<file path="src/rtl/serial_bank_mapper_macros.svh">
// Assertion macros for the serial bank mapper.
// Included by files that carry concurrent checks; uses clk_i and rst_ni.
`ifndef SERIAL_BANK_MAPPER_MACROS_SVH
`define SERIAL_BANK_MAPPER_MACROS_SVH

`ifndef SYNTHESIS
// same-cycle implication
`define SBM_ASSERT_NOW(label, ante, cons) \
  label: assert property (@(posedge clk_i) disable iff (!rst_ni) (ante) |-> (cons)) \
    else $error("sbm check failed");
// next-cycle implication
`define SBM_ASSERT_NEXT(label, ante, cons) \
  label: assert property (@(posedge clk_i) disable iff (!rst_ni) (ante) |=> (cons)) \
    else $error("sbm check failed");
`else
`define SBM_ASSERT_NOW(label, ante, cons)
`define SBM_ASSERT_NEXT(label, ante, cons)
`endif

`endif

</file>
<file path="src/rtl/sbm_pkg.sv">
// Types and constants for the serial bank mapper.
// No dependencies; used by the channel interface users and the top level.
package sbm_pkg;

  typedef enum logic [1:0] {
    RegCtrl = 2'd0,
    RegChr0 = 2'd1,
    RegChr1 = 2'd2,
    RegPrg  = 2'd3
  } bank_reg_e;

  typedef enum logic [1:0] {
    CfgWramFromChr  = 2'd0,
    CfgIgnoreWramEn = 2'd1,
    CfgMirrorFixed  = 2'd2
  } cfg_idx_e;

  typedef enum logic [1:0] {
    PrgMode32k       = 2'b00,
    PrgMode32kAlt    = 2'b01,
    PrgModeFixFirst  = 2'b10,
    PrgModeFixLast   = 2'b11
  } prg_mode_e;

  localparam int unsigned      CfgIdxW     = 2;
  localparam logic [4:0]       CtlResetVal = 5'h1F;
  localparam logic [4:0]       CtlLoadSet  = 5'h0C;
  localparam logic [2:0]       ShiftLast   = 3'd4;
  localparam logic [32:0]      BusyCycles  = 33'd2;

  typedef struct packed {
    logic        kind;
    logic [1:0]  reg_select;
    logic [7:0]  data;
    logic [31:0] cycle_time;
  } in_word_t;

  typedef struct packed {
    logic       write_ignored;
    logic [5:0] prg_bank_lower;
    logic [5:0] prg_bank_upper;
    logic [4:0] chr_bank_lower;
    logic [4:0] chr_bank_upper;
    logic [1:0] mirroring;
    logic       mirroring_driven;
    logic       wram_enabled;
    logic       wram_bank;
  } out_word_t;

endpackage

</file>
<file path="src/rtl/sbm_stream_if.sv">
// Valid/ready channel carrying one word of a given payload type.
// Payload types come from sbm_pkg.
interface sbm_stream_if #(
  parameter type payload_t = logic
);
  logic     valid;
  logic     ready;
  payload_t payload;

  modport source (output valid, output payload, input ready);
  modport sink   (input valid, input payload, output ready);
endinterface

</file>
<file path="src/rtl/serial_bank_mapper.sv">
// Serial bank mapper top level: loader, bank registers and bank decode.
// Depends on sbm_pkg, sbm_stream_if and serial_bank_mapper_macros.svh.
//
// Usage:
//   in_ch takes one bus-write word per handshake (kind, reg_select, data,
//   cycle_time). out_ch returns exactly one word per input word: the
//   ignore flag plus the code/graphics banks, mirroring and work-RAM
//   controls selected by the registers after that write.
//   The result is registered: the word accepted at an edge is shown on
//   out_ch from that edge onward, held in a single output register.
//   Throughput is one word per cycle unless out_ch stalls; the loader and
//   decode are a single pass of logic between state and output registers.
//   in_ch.ready stays high while the output register is empty or being
//   drained in the same cycle, so a stalled receiver holds back at most
//   the one pending word before input is throttled.
//   The user must write configuration (cfg_we_i/cfg_idx_i/cfg_wdata_i) only
//   while idle (not enforced); indexes past the last register are dropped.
//   Reset clears the loader, the reset stamp and the configuration, and
//   loads the control register with 0x1F; the output register empties.
`include "serial_bank_mapper_macros.svh"

module serial_bank_mapper (
  input  logic                       clk_i,
  input  logic                       rst_ni,
  input  logic                       cfg_we_i,
  input  logic [sbm_pkg::CfgIdxW-1:0] cfg_idx_i,
  input  logic                       cfg_wdata_i,
  sbm_stream_if.sink                 in_ch,
  sbm_stream_if.source               out_ch
);

  logic [4:0]  bank_q [4];
  logic [4:0]  bank_d [4];
  logic [4:0]  shift_val_q, shift_val_d;
  logic [2:0]  shift_cnt_q, shift_cnt_d;
  logic [31:0] stamp_q, stamp_d;
  logic        wram_from_chr_q, ignore_wram_en_q, mirror_fixed_q;
  logic        out_vld_q;
  sbm_pkg::out_word_t out_q, res;

  logic        accept, busy, ignored;
  logic [4:0]  shift_new;
  logic [2:0]  cnt_new;
  logic [4:0]  ctl, c0, c1, pr;
  sbm_pkg::in_word_t w;

  assign w           = in_ch.payload;
  assign in_ch.ready = !out_vld_q || out_ch.ready;
  assign accept      = in_ch.valid && in_ch.ready;

  // busy window compare is done at 33 bits so the stamp never wraps
  assign busy = {1'b0, w.cycle_time} < ({1'b0, stamp_q} + sbm_pkg::BusyCycles);

  assign shift_new = shift_val_q | (5'(w.data[0]) << shift_cnt_q);
  assign cnt_new   = shift_cnt_q + 3'd1;

  always_comb begin
    bank_d      = bank_q;
    shift_val_d = shift_val_q;
    shift_cnt_d = shift_cnt_q;
    stamp_d     = stamp_q;
    ignored     = 1'b0;
    if (accept) begin
      priority if (w.kind) begin
        bank_d[sbm_pkg::RegCtrl] = sbm_pkg::CtlResetVal;
        bank_d[sbm_pkg::RegChr0] = '0;
        bank_d[sbm_pkg::RegChr1] = '0;
        bank_d[sbm_pkg::RegPrg]  = '0;
        shift_val_d = '0;
        shift_cnt_d = '0;
        stamp_d     = '0;
      end else if (busy) begin
        ignored = 1'b1;
      end else if (w.data[7]) begin
        bank_d[sbm_pkg::RegCtrl] = bank_q[sbm_pkg::RegCtrl] | sbm_pkg::CtlLoadSet;
        shift_val_d = '0;
        shift_cnt_d = '0;
        stamp_d     = w.cycle_time;
      end else if (shift_cnt_q == sbm_pkg::ShiftLast) begin
        bank_d[w.reg_select] = shift_new;
        shift_val_d = '0;
        shift_cnt_d = '0;
      end else begin
        shift_val_d = shift_new;
        shift_cnt_d = cnt_new;
      end
    end
  end

  // bank decode from the updated registers
  assign ctl = bank_d[sbm_pkg::RegCtrl];
  assign c0  = bank_d[sbm_pkg::RegChr0];
  assign c1  = bank_d[sbm_pkg::RegChr1];
  assign pr  = bank_d[sbm_pkg::RegPrg];

  always_comb begin
    res = '0;
    res.write_ignored = ignored;
    unique case (sbm_pkg::prg_mode_e'(ctl[3:2]))
      sbm_pkg::PrgModeFixLast: begin
        res.prg_bank_lower = {1'b0, c0[4], pr[3:0]};
        res.prg_bank_upper = {1'b0, c0[4], 4'hF};
      end
      sbm_pkg::PrgModeFixFirst: begin
        res.prg_bank_lower = {1'b0, c0[4], 4'h0};
        res.prg_bank_upper = {1'b0, c0[4], pr[3:0]};
      end
      default: begin
        // 32KB mode: even bank below, odd bank above
        res.prg_bank_lower = {1'b0, c0[4], pr[3:1], 1'b0};
        res.prg_bank_upper = {1'b0, c0[4], pr[3:1], 1'b1};
      end
    endcase
    if (ctl[4]) begin
      res.chr_bank_lower = c0;
      res.chr_bank_upper = c1;
    end else begin
      res.chr_bank_lower = {c0[4:1], 1'b0};
      res.chr_bank_upper = {c0[4:1], 1'b1};
    end
    res.mirroring        = mirror_fixed_q ? 2'd0 : ctl[1:0];
    res.mirroring_driven = !mirror_fixed_q;
    res.wram_enabled     = !pr[4] || ignore_wram_en_q;
    res.wram_bank        = wram_from_chr_q && (ctl[4] ? c0[4] : c0[3]);
  end

  always_ff @(posedge clk_i or negedge rst_ni) begin
    if (!rst_ni) begin
      bank_q[sbm_pkg::RegCtrl] <= sbm_pkg::CtlResetVal;
      bank_q[sbm_pkg::RegChr0] <= '0;
      bank_q[sbm_pkg::RegChr1] <= '0;
      bank_q[sbm_pkg::RegPrg]  <= '0;
      shift_val_q <= '0;
      shift_cnt_q <= '0;
      stamp_q     <= '0;
      out_vld_q   <= 1'b0;
    end else begin
      bank_q      <= bank_d;
      shift_val_q <= shift_val_d;
      shift_cnt_q <= shift_cnt_d;
      stamp_q     <= stamp_d;
      if (accept) begin
        out_vld_q <= 1'b1;
      end else if (out_ch.ready) begin
        out_vld_q <= 1'b0;
      end
    end
  end

  always_ff @(posedge clk_i) begin
    if (accept) begin
      out_q <= res;
    end
  end

  always_ff @(posedge clk_i or negedge rst_ni) begin
    if (!rst_ni) begin
      wram_from_chr_q  <= 1'b0;
      ignore_wram_en_q <= 1'b0;
      mirror_fixed_q   <= 1'b0;
    end else if (cfg_we_i) begin
      unique case (cfg_idx_i)
        sbm_pkg::CfgWramFromChr:  wram_from_chr_q  <= cfg_wdata_i;
        sbm_pkg::CfgIgnoreWramEn: ignore_wram_en_q <= cfg_wdata_i;
        sbm_pkg::CfgMirrorFixed:  mirror_fixed_q   <= cfg_wdata_i;
        default: ;
      endcase
    end
  end

  assign out_ch.valid   = out_vld_q;
  assign out_ch.payload = out_q;

  `SBM_ASSERT_NEXT(a_word_out, accept, out_vld_q)
  `SBM_ASSERT_NOW(a_cnt_range, out_vld_q || !out_vld_q, shift_cnt_q <= sbm_pkg::ShiftLast)
  `SBM_ASSERT_NEXT(a_ignored_holds, accept && !w.kind && busy,
                   $stable(shift_cnt_q) && $stable(shift_val_q) && $stable(stamp_q)
                   && out_q.write_ignored)
  `SBM_ASSERT_NEXT(a_loader_reset, accept && !w.kind && !busy && w.data[7],
                   shift_cnt_q == 3'd0 && stamp_q == $past(w.cycle_time)
                   && bank_q[sbm_pkg::RegCtrl][3:2] == 2'b11)
  `SBM_ASSERT_NEXT(a_mapper_reset, accept && w.kind,
                   bank_q[sbm_pkg::RegCtrl] == sbm_pkg::CtlResetVal && stamp_q == '0
                   && !out_q.write_ignored)

endmodule

</file>
<file path="src/flat_wrapper.sv">
// flat-port wrapper written by rule: the top's interface ports become plain ports
module serial_bank_mapper_flat import sbm_pkg::*;
  (clk_i, rst_ni, cfg_we_i, cfg_idx_i, cfg_wdata_i, in_ch_valid, in_ch_payload, in_ch_ready, out_ch_valid, out_ch_payload, out_ch_ready);
  sbm_stream_if #(.payload_t(in_word_t)) in_ch_i ();
  sbm_stream_if #(.payload_t(out_word_t)) out_ch_i ();
  input  logic clk_i;
  input  logic rst_ni;
  input  logic cfg_we_i;
  input  logic [sbm_pkg::CfgIdxW-1:0] cfg_idx_i;
  input  logic cfg_wdata_i;
  input wire logic [$bits(in_ch_i.valid)-1:0] in_ch_valid;
  input wire logic [$bits(in_ch_i.payload)-1:0] in_ch_payload;
  output wire logic [$bits(in_ch_i.ready)-1:0] in_ch_ready;
  output wire logic [$bits(out_ch_i.valid)-1:0] out_ch_valid;
  output wire logic [$bits(out_ch_i.payload)-1:0] out_ch_payload;
  input wire logic [$bits(out_ch_i.ready)-1:0] out_ch_ready;
  assign in_ch_i.valid = in_ch_valid;
  assign in_ch_i.payload = in_ch_payload;
  assign in_ch_ready = in_ch_i.ready;
  assign out_ch_valid = out_ch_i.valid;
  assign out_ch_payload = out_ch_i.payload;
  assign out_ch_i.ready = out_ch_ready;
  serial_bank_mapper u_core (.clk_i(clk_i), .rst_ni(rst_ni), .cfg_we_i(cfg_we_i), .cfg_idx_i(cfg_idx_i), .cfg_wdata_i(cfg_wdata_i), .in_ch(in_ch_i), .out_ch(out_ch_i));
endmodule
</file>
<file path="config.mk">
export PLATFORM = sky130hd
export DESIGN_NAME = serial_bank_mapper_flat
export DESIGN_NICKNAME = d
export VERILOG_FILES = /design/src/rtl/sbm_pkg.sv /design/src/rtl/sbm_stream_if.sv /design/src/rtl/serial_bank_mapper.sv /design/src/flat_wrapper.sv
export VERILOG_INCLUDE_DIRS = /design/src /design/src/rtl
export SDC_FILE = /design/constraint.sdc
export NUM_CORES = 1
export LEC_CHECK = 0
export ABC_AREA = 1
export CAP_MARGIN = 5
export CORE_MARGIN = 8
export CORE_UTILIZATION = 30
export DETAILED_ROUTE_END_ITERATION = 6
export DONT_BUFFER_PORTS = 1
export GPL_TIMING_DRIVEN = 1
export SYNTH_ARGS = -nofsm -noshare
export SYNTH_HDL_FRONTEND = slang
export SYNTH_SLANG_ARGS = --single-unit
</file>
<file path="constraint.sdc">
create_clock -name clk_i -period 3.75 [get_ports clk_i]
set_clock_uncertainty 0.15 [all_clocks]
set_input_delay 0.5625 -clock clk_i [delete_from_list [all_inputs] [get_ports clk_i]]
set_output_delay 0.5625 -clock clk_i [all_outputs]
set_load 0.01 [all_outputs]
</file>
* Word level (Yosys, flattened, before mapping)
Cells that the tools add are included.
Cells by class: bitwise operators 2, shift-type cells 1, reductions and logical operators 16, $add $sub $neg 2, $lt $le $gt $ge 3, muxes and demuxes 26, equality and inequality tests 6
Operators with widths (count):
- 32-bit two-way mux | 3
- 20-bit two-way mux | 4
- 5-bit two-way mux | 7
- 32-bit by 2-bit adder with 33-bit output, second input constant | 1
- 32-bit by 33-bit less-than comparator with 1-bit output | 1
- 20-bit bitwise mux | 1
- 10-bit case mux with 2 select lines | 1
- 15-bit two-way mux | 1
- 3-bit two-way mux | 4
- 5-bit demux with 2-bit select | 1
- 2-bit AND reduction | 4
- 2-bit == test, second input constant | 3
- 5-bit OR | 1
- 1-bit by 3-bit << shifter with 5-bit output | 1
- 1-bit two-way mux | 4
- 2-bit nonzero test | 2
- 3-bit by 1-bit adder with 3-bit output, second input constant | 1
- 3-bit == test, second input constant | 1
- 3-bit >= comparator, second input constant | 1
- 1-bit logical AND | 3
- 1-bit zero test | 3
- 3-bit by 1-bit less-than comparator with 1-bit output, second input constant | 1
- 2-bit inverter with 3-bit output | 1
- 3-bit AND reduction | 1
- other kinds (4) | 5
Word-level totals: logic and storage cells 78, input port bits 51, register bits after elaboration 91, output and inout bits 30

* Longest topological paths before layout
Gate-level depths: netlist of the first run.
word-level depth 13, gate-level depth with buffers 31, depth with buffers taken out 30

* Worst setup path after synthesis of the first run
No wires, ideal clock.
path type reg-to-reg, start reg u_core.stamp_q[2], end reg u_core.out_q, in the netlist u_core.out_ch.payload[15] (data pin), arrival 3272 ps, buffers on the path 1, slack 68 ps, period minus slack after synthesis 3682 ps, required time 3340 ps, library setup time 260 ps, stages on the path, launching flop included 28, path through dfrtp_1 > ha_1 > nand4_1 > nor2_1 > nand3_1 > nor2_1 > nand4_1 > nor2_1 > nand3_1 > nor2_1 > inv_1 > o21ai_0 > nand2_1 > ha_1 > nand2_1 > nor2_1 > nand2_1 > nand2_1 > nand3_1 > nand2_1 > clkinv_2 > nand2_4 > buf_6 > nand3_1 > nand3_1 > o21ai_1 > nor2_1 > nand2_1
RTL lines:
- start: declaration | line serial_bank_mapper.sv:36 | logic [31:0] stamp_q, stamp_d;
- start signal: assignment | line serial_bank_mapper.sv:141 | stamp_q <= stamp_d;
- end signal: assignment | line serial_bank_mapper.sv:152 | out_q <= res;
- end: declaration | line serial_bank_mapper.sv:39 | sbm_pkg::out_word_t out_q, res;

==> impl_metrics.json, run 1 <==
{
  "row_count": 49,
  "totalWireLength_mm": 14.20,
  "grt_pass1_vias": 4412,
  "grt_max_degree": 65,
  "gp_congestion": 0.7967,
  "critPathArrivalTime_ps": 3890,
  "worst_pin_slew_ps": 696.5,
  "clkTransAtPathRegs_ps": 70,
  "switching_share": 0.3459,
  "overflow": 0,
  "use_met1": 0.1459,
  "fin_crit_sh": 1.044,
  "die_w_microns": 149.7,
  "numCtsBuffers": 9,
  "clockBufferDepth": 2,
  "antenna_found_initial": 0,
  "clock-sinks": 88,
  "p_int_w": 0.001982,
  "areaGrowthSynthToFinish_pct": 31.48,
  "most-common-layout-cells": "136 x nand2_1, 82 x inv_1, 59 x dfrtp_1",
  "whs_path_depth": 1,
  "drt_iter0_drc": 319,
  "wl_per_cell_microns": 14.80,
  "powerDensity_nw_per_um2": 429.5,
  "drt_pass1_iterations": 4,
  "timing_worst_setup_path_type": "flip-flop to flip-flop",
  "yosysWarnings": 0,
  "slew_violations": 0,
  "crit_family": "simple AND/OR/NAND/NOR gates",
  "outcome": "finished, violations left",
  "setup_violations": 59,
  "p_comb_frac": 0.298,
  "worstPathBufferInverterCount": 4,
  "end_kind": "flip-flop",
  "mostFrequentLayoutCell": "nand2_1",
  "fin_nets": 810,
  "top_usage_layer": "met2",
  "dpl.cell_count": 922,
  "cp-start-kind": "flip-flop",
  "finalWorstSetupSlack_ps": -166.7,
  "worst_ep_required_time_ps": 3720,
  "cp_max_fo": 8,
  "p_clk_frac": 0.303,
  "core_area_sq_um": 17780,
  "post-route-min-period_ps": 3917,
  "cap_viol_max_count": 0,
  "grtUsageMet2": 0.2038,
  "drcViolationCount": 0,
  "setup_tns_ps": -5010,
  "synth_cell_types": 39,
  "final_cell_count_no_fill": 959,
  "cpMostUsedCell": "nand3_2",
  "cpPeakStageDelay_ps": 360,
  "slowest_stage": "dfrtp_1",
  "peakVddDrop_v": 0.0002342,
  "htree_levels": 3,
  "io_pins": 81,
  "drive_above_1_share": 0.3041,
  "ys_seq_elements": 88,
  "cts_tree": "yes",
  "total_leakage_power_nw": 3.099,
  "met3_usage": 0.03447,
  "dp_hpwl_mm": 9.821,
  "syn_avg_cell_area_sq_um": 8.191,
  "rsz0062_at_grt": "yes",
  "grt_usage": 0.1245,
  "diodes": 0,
  "slew_headroom": 0.5328,
  "antenna_left": 0,
  "syn_inst": 655,
  "worstSkewPairLatency_ps": 360,
  "violations": "negative setup slack",
  "port_buffers": 0,
  "hold_violations": 0,
  "vias": 4459,
  "routed_via_density": 4.650,
  "grt_pass1_wl_mm": 21.80,
  "die-area_sq_um": 22420,
  "pwr-share-seq": 0.399,
  "crit_cells": 28,
  "fmax_ghz": 0.2553,
  "start_util": 0.3018,
  "yosysSeqAreaShare": 0.4340,
  "ff2ff_path_depth": 28,
  "die_height_microns": 149.7,
  "power.switching_w": 0.001048,
  "syn_area_sq_um": 5365,
  "hold_class": "primary input to flip-flop",
  "root_buffer": "clkbuf_16"
}
sequential cells by signal (all words and copies together) (netlist names):
register,count
u_core.out_ch.valid,1
u_core.stamp_q,32
u_core.shift_cnt_q,3
u_core.ignore_wram_en_q,1
u_core.bank_q,20
u_core.mirror_fixed_q,1
u_core.out_ch.payload,24
u_core.wram_from_chr_q,1
u_core.shift_val_q,5
power by group through the flow:
stage / sequential, W / clock, W / combinational [W]
final: 0.00121 / 0.000919 / 0.000902
after detailed placement: 0.00122 / 0 / 0.000712
after floorplan: 0.00121 / 0 / 0.000498
after global placement: 0.00122 / 0 / 0.000700
after CTS: 0.00121 / 0.000945 / 0.000768
after global routing: 0.00122 / 0.000984 / 0.00101
cell families after synthesis:
| logic type | synth area share |
|---|---|
| other | 0.0006990 |
| DFF | 0.4340 |
| buffers and inverters | 0.08629 |
| xor gates and xnor gates | 0.03428 |
| adders and majority gates | 0.07929 |
| and+or+nand+nor | 0.2493 |
| AOI/OAI and AO/OA | 0.1161 |
Yosys cell counts:
cell / count / area share
a211oi_1: 1 / 0.0014
a21o_1: 3 / 0.0042
a21oi_1: 20 / 0.019
a31oi_1: 5 / 0.0058
buf_4: 5 / 0.0070
buf_6: 5 / 0.010
clkbuf_1: 5 / 0.0035
clkinv_1: 2 / 0.0014
clkinv_2: 1 / 0.00093
conb_1: 1 / 0.00070
dfrtp_1: 59 / 0.28
dfstp_2: 5 / 0.024
edfxtp_1: 24 / 0.13
ha_1: 34 / 0.079
inv_1: 84 / 0.059
inv_2: 2 / 0.0014
inv_4: 1 / 0.0012
inv_6: 1 / 0.0016
nand2_1: 152 / 0.11
nand2_2: 5 / 0.0058
nand2_4: 3 / 0.0063
nand2_8: 1 / 0.0037
nand3_1: 55 / 0.051
nand3_2: 2 / 0.0037
nand4_1: 9 / 0.010
nor2_1: 53 / 0.037
nor2_2: 5 / 0.0058
nor2_4: 2 / 0.0042
nor3_1: 9 / 0.0084
nor3b_1: 1 / 0.0014
nor4_1: 3 / 0.0035
o21ai_0: 47 / 0.044
o21ai_1: 4 / 0.0037
o21ai_2: 22 / 0.036
o22ai_1: 1 / 0.0012
o31ai_1: 1 / 0.0014
or2_2: 1 / 0.0012
xnor2_1: 2 / 0.0033
xor2_1: 19 / 0.031
path summary, 6_finish.rpt:
path                                          from                        end  slack [ps]
max                              u_core.stamp_q[2]  u_core.out_ch.payload[24]        -170
min                              in_ch_payload[42]          u_core.stamp_q[0]         140
max reg2reg                      u_core.stamp_q[2]  u_core.out_ch.payload[24]        -170
min reg2reg                u_core.ignore_wram_en_q    u_core.ignore_wram_en_q         340
max in group asynchronous                   rst_ni          u_core.bank_q[17]        2510
min in group asynchronous                   rst_ni         u_core.stamp_q[22]         630
stage by stage:
stage / hold slack, ps / area (sq um) / util / worst slack (ps) / power, W
final: 136.4 / 7054 / 0.3968 / -166.7 / 0.003030
after global routing: 125.8 / 7054 / 0.3968 / -425.6 / 0.003220
after CTS: 124.7 / 6462 / 0.3635 / -237.2 / 0.002918
after detailed placement: 119.4 / 5971 / 0.3358 / -396.5 / 0.001934
after global placement: 119.7 / 5971 / 0.3358 / -361.7 / 0.001922
after floorplan: 116.9 / 5369 / - / 68.16 / 0.001705
area by class of cell:
class	count	area, sq um
fill	1778	10730
multi-input combinational	462	3037
sequential	88	2328
timing repair buffer	73	740.7
inverter	91	366.6
tap	229	286.5
clock buffer	9	225.2
clock inverter	7	70.07
what timing repair did:
item,CTS,global route
setup buffers,1,13
hold buffers,2,0
setup endpoints to repair,81,83
pin swaps,19,35
endpoints found under the hold margin,64,0
resized for setup,57,96
cloned,0,5
per-layer routing:
| metal | wire length [microns] | vias up | share of wire |
|---|---|---|---|
| li1 | - | 2296 | - |
| met1 | 6083 | 2076 | 0.43 |
| met2 | 6943 | 68 | 0.49 |
| met3 | 828 | 19 | 0.058 |
| met4 | 341 | 0 | 0.024 |
| met5 | 0 | - | 0 |
No activity file was read; power rests on OpenSTA's default activity.
==> run 2: changes to the inputs <==
--- a/config.mk
+++ b/config.mk
@@ -8,7 +8,6 @@
 export LEC_CHECK = 0
 export ABC_AREA = 1
 export CAP_MARGIN = 5
-export CORE_MARGIN = 8
 export CORE_UTILIZATION = 30
 export DETAILED_ROUTE_END_ITERATION = 6
 export DONT_BUFFER_PORTS = 1
==> constraint.sdc (replaced) <==
create_clock -name clk_i -period 4.64 [get_ports clk_i]
set_clock_uncertainty 0.15 [all_clocks]
set_input_delay 0.696 -clock clk_i [delete_from_list [all_inputs] [get_ports clk_i]]
set_output_delay 0.696 -clock clk_i [all_outputs]
set_load 0.01 [all_outputs]
==> run 2 against run 1 <==
Net effect: the flow now finishes without violations; sequential share of layout area rose by 5.9 points; global-route usage rose by 1.8 points; routed wire length fell by 13%; critical path type unchanged; combinational power fell by 44%; cell area fell by 15%; highest routed layer unchanged; first-iteration DRC count fell by 17%; utilization fell by 5.2 points; count of clock-buffer cells in the layout rose by 2; final cell count fell by 6.8%; total power fell by 28%; clock power fell by 23%; critical path depth fell by 4; critical endpoint is now u_core.out_ch.payload[7].
==> impl_metrics.json, run 2 (same netlist as run 1, synthesis figures left out) <==
{
  "outcome": "completed",
  "worst_pin_slew_ps": 963.6,
  "cp-start-kind": "flip-flop",
  "pwr-share-seq": 0.448,
  "clkTransAtPathRegs_ps": 70,
  "worst_ep_required_time_ps": 4590,
  "end_kind": "flip-flop",
  "hold_class": "primary input to asynchronous set/reset pin",
  "dp_hpwl_mm": 8.994,
  "critPathArrivalTime_ps": 4130,
  "drt_pass1_iterations": 4,
  "post-route-min-period_ps": 4181,
  "clockBufferDepth": 2,
  "die_height_microns": 135.7,
  "powerDensity_nw_per_um2": 367.0,
  "grt_pass1_vias": 4096,
  "slew_violations": 0,
  "grt_usage": 0.1427,
  "design_area_sq_um": 5979,
  "p_int_w": 0.001473,
  "setup_violations": 0,
  "place_area_sq_um": 5658,
  "totalWireLength_mm": 12.34,
  "peakVddDrop_v": 0.0001899,
  "switching_share": 0.3288,
  "antenna_left": 0,
  "timing_worst_setup_path_type": "flip-flop to flip-flop",
  "cap_viol_max_count": 0,
  "pre_cts_ws_ps": 301.8,
  "n_fill_cell": 1783,
  "crit_family": "simple AND/OR/NAND/NOR gates",
  "final_cell_count_no_fill": 894,
  "worstPathBufferInverterCount": 1,
  "fmax_ghz": 0.2392,
  "largest_reg_flops": 32,
  "overflow": 0,
  "drive_above_1_share": 0.1241,
  "regArea_sq_um": 2328,
  "wl_per_cell_microns": 13.81,
  "core_area_sq_um": 17360,
  "p_comb_frac": 0.230,
  "start_util": 0.3091,
  "drt_iter0_drc": 264,
  "numCtsBuffers": 9,
  "port_buffers": 0,
  "areaGrowthSynthToFinish_pct": 11.45,
  "cpPeakStageDelay_ps": 390,
  "row_count": 48,
  "crit_chain": "ha_1 > nand4_1 > nor2_2 > nand3_1 > nor2_1 > nand4_1 > nor2_2 > nand3_1 > nor2_1 > inv_1 > o21ai_0 > nand2_1 > ha_1 > nand2_1 > nor2_1 > nand4_1 > nor2_1 > nand2_2 > nand2_4 > nand2_1 > o21ai_0 > o21ai_0 > nand2_1 > nand2_1",
  "drcViolationCount": 0,
  "cp_max_fo": 17,
  "io_pins": 81,
  "grt_pass1_wl_mm": 20.45,
  "routed_via_density": 4.677,
  "hold_violations": 0,
  "power.switching_w": 0.0007216,
  "dpl.cell_count": 877,
  "total_leakage_power_nw": 2.670,
  "fin_nets": 749,
  "postCtsSetupBuffers": 0,
  "mostFrequentLayoutCell": "nand2_1",
  "p_clk_frac": 0.321,
  "cts_tree": "yes",
  "finalWorstSetupSlack_ps": 459.4,
  "regMostFlops": "u_core.stamp_q",
  "fin_crit_sh": 0.9010,
  "antenna_found_initial": 0,
  "htree_levels": 3,
  "setup_tns_ps": 0,
  "root_buffer": "clkbuf_16",
  "rsz0062_at_grt": "no",
  "multi_input_area_sq_um": 2589,
  "grt_max_degree": 60,
  "diodes": 0,
  "die-area_sq_um": 18420,
  "gp_congestion": 0.8324,
  "slew_headroom": 0.3517,
  "die_w_microns": 135.7,
  "worstSkewPairLatency_ps": 350,
  "vias": 4181,
  "clock-sinks": 88,
  "power_w": 0.002194,
  "cpMostUsedCell": "nand2_1",
  "most-common-layout-cells": "152 x nand2_1, 83 x inv_1, 59 x dfrtp_1",
  "slowest_stage": "dfrtp_1"
}
==> run 2: changes by cell type in the layout (fill, tap and decap cells not counted), sizes merged <==
cell / delta
clkinvlp: +2
dlygate4sd3: -1
inv: -4
buf: -56
clkbuf: -2
==> run 2: final timing paths <==
check / start / end / slack (ps) / depth (start not counted)
worst max register to register: u_core.stamp_q[2] / u_core.out_ch.payload[7] / 460 / 24
worst min register to register: u_core.stamp_q[0] / u_core.stamp_q[0] / 340 / 2
min in group clk_i: in_ch_payload[42] / u_core.stamp_q[0] / 300 / 1
worst max-delay path: u_core.stamp_q[2] / u_core.out_ch.payload[7] / 460 / 24
worst min-delay path: rst_ni / u_core.bank_q[15] / 40 / 0
max in group asynchronous: rst_ni / u_core.stamp_q[21] / 4000 / 1
==> run 2: layout make-up <==
cell class,instances,area share
inverters,91,0.05859
clock inverters,5,0.006696
clock buffers,11,0.04059
well taps,225,0.04708
repair buffers,12,0.02469
flip-flops and latches,88,0.3894
multi-input cells,462,0.4329
==> run 2: power by group through the flow <==
stage	clock network (W)	logic, W	registers, W
floorplan	0	0.000402	0.000976
global placement	0	0.000486	0.000996
detailed placement	0	0.000494	0.000997
CTS	0.000722	0.000511	0.000983
global route	0.000748	0.000592	0.000996
finish	0.000705	0.000506	0.000984
==> run 2: stage by stage <==
step / util / hold WS (ps)
floorplan: - / 250.4
global placement: 0.3260 / 252.0
detailed placement: 0.3260 / 251.7
CTS: 0.3439 / 27.69
global route: 0.3445 / 25.05
finish: 0.3445 / 38.56
==> run 2: timing repair <==
action | in CTS | in global routing
hold buffers | 1 | 0
hold endpoints to repair | 59 | 0
setup endpoints to repair | 0 | 49
resized for setup | 0 | 9
==> run 2: per-layer routing <==
| layer | wire length [microns] | global-route usage | up-vias | part of all wire |
|---|---|---|---|---|
| li1 | - | - | 2168 | - |
| met1 | 5915 | 0.1856 | 1937 | 0.48 |
| met2 | 5676 | 0.2327 | 65 | 0.46 |
| met3 | 566 | 0.03292 | 11 | 0.046 |
| met4 | 186 | 0.04557 | 0 | 0.015 |
| met5 | 0 | 0 | - | 0 |
